<file path="src/rtl/core/rpa_pkg.sv">
// Shared types and constants for the reference-counted page allocator.
// No dependencies; rpa_alu and the top level refer to this package.
package rpa_pkg;

    // Width of the shared add/subtract unit: 32-bit addresses plus a borrow bit
    localparam int ALU_W = 33;

    // Operation codes carried by an input item
    typedef enum logic [2:0] {
        MODE_INIT  = 3'd0,
        MODE_ALLOC = 3'd1,
        MODE_FREE  = 3'd2,
        MODE_INC   = 3'd3,
        MODE_GET   = 3'd4,
        MODE_SET   = 3'd5
    } mode_t;

    // Result status codes
    typedef enum logic [1:0] {
        STS_OK           = 2'd0,
        STS_OUT_OF_MEM   = 2'd1,
        STS_BAD_ADDR     = 2'd2,
        STS_ALREADY_FREE = 2'd3
    } status_t;

    // Configuration register indexes
    typedef logic [1:0] cfg_idx_t;
    localparam cfg_idx_t CFG_MEM_BASE   = 2'd0;
    localparam cfg_idx_t CFG_FIRST_FREE = 2'd1;
    localparam cfg_idx_t CFG_MEM_TOP    = 2'd2;

    // Configuration reset values
    localparam logic [31:0] MEM_BASE_RST   = 32'h8000_0000;
    localparam logic [31:0] FIRST_FREE_RST = 32'h8002_0000;
    localparam logic [31:0] MEM_TOP_RST    = 32'h8800_0000;

    // Sequencer states
    typedef enum logic [3:0] {
        S_CLEAR,
        S_IDLE,
        S_INIT_RND,
        S_INIT_START,
        S_INIT_LIMIT,
        S_INIT_SWEEP,
        S_ALLOC_RD,
        S_ALLOC_WR,
        S_CHK_BASE,
        S_CHK_TOP,
        S_CHK_FIRST,
        S_CNT_RD,
        S_CNT_WR,
        S_DONE
    } state_t;

    // Shared arithmetic unit
    typedef enum logic {
        ALU_ADD,
        ALU_SUB
    } alu_op_t;

    typedef struct packed {
        alu_op_t          op;
        logic [ALU_W-1:0] a;
        logic [ALU_W-1:0] b;
    } alu_req_t;

endpackage

</file>
<file path="src/rtl/core/rpa_alu.sv">
// Shared 33-bit add/subtract unit; bit 32 of a subtraction is the borrow.
// Depends on rpa_pkg.
module rpa_alu (
    input  rpa_pkg::alu_req_t         req,
    output logic [rpa_pkg::ALU_W-1:0] y
);

    always_comb
    begin
        case (req.op)
            rpa_pkg::ALU_ADD: y = req.a + req.b;
            rpa_pkg::ALU_SUB: y = req.a - req.b;
            default:          y = req.a - req.b;
        endcase
    end

endmodule

</file>
<file path="config.mk">
export PLATFORM = sky130hd
export DESIGN_NAME = rpa_alu
export DESIGN_NICKNAME = d
export VERILOG_FILES = /design/src/rtl/core/rpa_pkg.sv /design/src/rtl/core/rpa_alu.sv
export SDC_FILE = /design/constraint.sdc
export NUM_CORES = 1
export LEC_CHECK = 0
export BUFFER_PORTS_ARGS = -buffer_cell sky130_fd_sc_hd__buf_2
export CAP_MARGIN = 20
export CORE_ASPECT_RATIO = 1.2
export CORE_MARGIN = 5
export CORE_UTILIZATION = 52
export DETAILED_ROUTE_END_ITERATION = 10
export PLACE_DENSITY = 0.85
export SLEW_MARGIN = 20
export SYNTH_ARGS = -nofsm -noshare
export SYNTH_HDL_FRONTEND = slang
export SYNTH_SLANG_ARGS = --single-unit
export TNS_END_PERCENT = 30
</file>
<file path="constraint.sdc">
create_clock -name vclk -period 5.49
set_input_delay 0.549 -clock vclk [all_inputs]
set_output_delay 0.549 -clock vclk [all_outputs]
set_load 0.01 [all_outputs]
</file>
# After elaboration in Yosys (flattened, before gate mapping)
# Cells that the tools add are included.
# W data, S select, Z words.
[classes] addsub=2 n_mux=1 bitwise_logic=1
[op_table] cell="$pmux W33 S2" count=1
[op_table] cell="$add A33 B33 Y33" count=1
[op_table] cell="$sub A33 B33 Y33" count=1
[op_table] cell="$not A1 Y1" count=1
[totals] out_inout_bits=33 elab_cells=4 regBits=0

# Logic depth before layout (Yosys ltp)
[depth] word_depth=2 depth_mapped=16 depth_no_buf=15

# Worst setup path after synthesis
# OpenSTA, ideal clock, no wires.
[synth_timing] path_kind="input to output" start="input req[6] in the netlist's numbering" end="output y[31] in the netlist's numbering" arrival_ns=3.969 t_required_ns=4.941 path_slack_ns=0.972 stages=14 n_path_buf=1 cell_sequence="or4_4 or3_4 nor3b_1 a21oi_1 xnor2_1 ha_1 buf_6 a21oi_2 o21bai_1 a221o_1 a221o_1 a211o_1 a31o_1 a31oi_1"
[synth_between] elab_chain_len=2 elab_cells_between_ends=3
[synth_lines] element="start, declared" line_no="rpa_alu.sv:4" source="input rpa_pkg::alu_req_t req,"
[synth_lines] element="$sub A33 B33 Y33 or $add A33 B33 Y33 (tied branches)"
[synth_lines] element="$pmux W33 S2 (*)" line_no="rpa_alu.sv:10" source="case (req.op)"
[synth_lines] element="end, declared" line_no="rpa_alu.sv:5" source="output logic [rpa_pkg::ALU_W-1:0] y"
# Mark *: on every way between the ends. The rest lies on a longest branch, timed or not.

# Worst setup path in the final report
[layout_timing] start="input req[6] in the netlist's numbering" end="output y[30] in the netlist's numbering"
# The elaborated chain is that of the path after synthesis.

==> flow_summary.toml <==
[grt]
grt_pass1_wl_mm = 12.7
track_usage = 0.236
grt_pass1_vias = 3114
grt_overflow = 0
grt_max_degree = 33
grt_antenna_before_repair = 0

[flow_run]
drv_cap = 0

[pwr]
leakage_uw = 0.00142
pwr-share-seq = 0
swShare = 0.564
max-vdd-ir-drop_v = 0.000108
pwr-share-clk = 0
power_frac_comb = 1.000
p_sw_uw = 306
p_per_area_nw_per_um2 = 176
p_int_uw = 236

[setup_path]
cp_slowest_cell = "or4_4"
cp_slowest_stage_delay_ns = 0.55
arrival_ns = 4.55
worstPathRequired_ns = 4.94
crit_fanout = 7
critPathLaunchType = "input pin"
path_class = "input pin to primary output"
cp.depth = 17
crit_buf_inv = 2
crit_path_end_kind = "primary output"
path_cells = "buf_2 > or4_4 > or3_4 > nor3b_4 > nand2_2 > nor2_4 > a21oi_1 > xnor2_1 > ha_1 > a21o_1 > a21o_1 > a21o_1 > a221oi_1 > o21bai_1 > a211oi_1 > xnor2_1 > buf_2"
cpMostUsedCell = "a21o_1"
crit_family = "compound AO/OA/AOI/OAI gates"

[logic_synthesis]
synth_cell_type_count = 59
synth_compound_area_frac = 0.316
yosys.area.top_type = "xnor2_1"
synthesis.nets = 470
synth_most_common_cell = "xnor2_1"
syn_inst = 369
synthAdderAreaFrac = 0.171
yosys_warnings = 0
netlist_area_um2 = 2540
yosys-top-cells-count = "xnor2_1, a21oi_1, nor2_1, ha_1, nand2_1"
synth.area.top_cells = "xnor2_1, ha_1, a21oi_1"
seq_area_frac_synth = 0
synth-xor-area-share = 0.197
synth_top_family_by_area = "compound AO/OA/AOI/OAI gates"
postSynthAreaPerCell_um2 = 6.88
yosys.area_share.simple = 0.262
synthMuxAreaShare = 0.00394
yosysTopAreaCellShare = 0.179

[clock_tree]
post_cts_resized = 0
ctsHoldBuffers = 0
postCtsSetupBuffers = 0

[detailed_routing]
drtPass1Iterations = 7
ant_nets = 0
via_per_inst = 6.17
drt-initial-drc-count = 195
vias = 3214
drt_wl_total_mm = 8.03
drt-wirelength-per-cell_um = 15.4
post-route-drc-count = 0

[place]
place_inst = 521
globalplace.congestion = 0.980
dp_hpwl_mm = 6.77
io_buffers = 100

[floorplanning]
start_util = 0.544
io_pins = 100
die_y_um = 86.5
num_rows = 27
die-area_um2 = 6380
die_width_um = 73.8
design.core.area_um2 = 4660

[sta]
worst_slew_pin_slew_ns = 0.765
rsz0062_at_grt = "false"
setup_viol = 0
maxSlewHeadroom = 0.483
hold_viol = 0
period_minus_slack_ns = 5.09
fmax_mhz = 196
period_share = 0.928
final.setup.tns_ns = 0
slew_violations = 0

[layout]
multi_input_area_um2 = 2410
area_growth_pct = 21.3
fill_cells = 437
clkbuf_count = 0
sequential_cell_total = 0
final_layout_size_suffix_gt1_frac = 0.257
n_antenna_cell = 0
final_nets = 566
stdcell_count = 521
regArea_um2 = 0

[run_status]
status = "completed"

[hold_path]
min_to = "y[0]"
hold_class = "input pin to primary output"
min_from = "req[33]"
whs_path_depth = 5
[worst min-delay path, stage by stage]
cell	delay [ns]
buf_2	0.10
inv_1	0.04
ha_1	0.11
inv_1	0.03
buf_2	0.13
[cells by family after synthesis]
family                     count (synthesis)
buffers and inverters                     28
xor gates and xnor gates                  57
muxes                                      1
AOI/OAI and AO/OA                        124
adders and majority gates                 34
and+or+nand+nor                          125
[layout make-up]
class	count	area share
tap	58	0.0236
inverter	19	0.0232
multi-input combinational	341	0.783
timing repair buffer	103	0.170
[metrics by stage]
stage / power [µW] / util / cell area (µm²) / setup slack [ns] / hold WS (ns)
CTS: 537 / 0.660 / 3080 / 0.443 / 1.51
floorplan: 370 / - / 2540 / 0.972 / 1.26
finish: 542 / 0.660 / 3080 / 0.395 / 1.50
global placement: 524 / 0.660 / 3080 / 0.524 / 1.50
detailed placement: 534 / 0.660 / 3080 / 0.461 / 1.50
global route: 591 / 0.660 / 3080 / 0.123 / 1.54
[worst max path at each step]
stage             to  slack, ns  startpoint
2_1_floorplan  y[31]       0.97      req[6]
3_3_place_gp   y[31]       0.52      req[6]
3_5_place_dp   y[24]       0.46      req[6]
4_1_cts        y[32]       0.44      req[6]
5_1_grt        y[32]       0.12      req[6]
6_report       y[30]       0.40      req[6]
[cells in the final DEF (no fill, tap or decap), types with 2 or more instances in the layout]
cell	synthesis	final
buf_2	0	100
xnor2_1	52	52
a21oi_1	50	50
nor2_1	38	38
ha_1	33	33
nand2_1	20	20
inv_1	19	19
o21ai_0	15	15
nor3_1	14	14
a21o_1	13	13
nand3_1	12	12
a31oi_1	7	7
o21bai_1	6	6
xor2_1	5	5
a211oi_1	5	5
nor3b_1	4	4
and2_1	4	4
a221o_1	4	4
nand4_1	4	4
and3_1	4	4
o21a_1	4	4
nor4_1	3	3
o211ai_1	3	3
buf_4	0	3
or4_1	2	2
nand4b_1	2	2
or2_2	2	2
nor2b_1	2	2
o2111ai_1	2	2
o31ai_1	2	2
[power by group through the flow]
stage | clock [µW] | combinational [µW] | sequential (µW)
final | 0 | 542 | 0
after global routing | 0 | 591 | 0
after CTS | 0 | 537 | 0
after detailed placement | 0 | 534 | 0
after global placement | 0 | 524 | 0
after floorplan | 0 | 370 | 0
[layer usage]
metal,GRT usage,vias to the layer above,part of all wire
li1,-,1560,-
met1,0.261,1447,0.39
met2,0.454,177,0.50
met3,0.0128,30,0.066
met4,0.0923,0,0.036
met5,0,-,0
(Power assumes the default switching activity.)
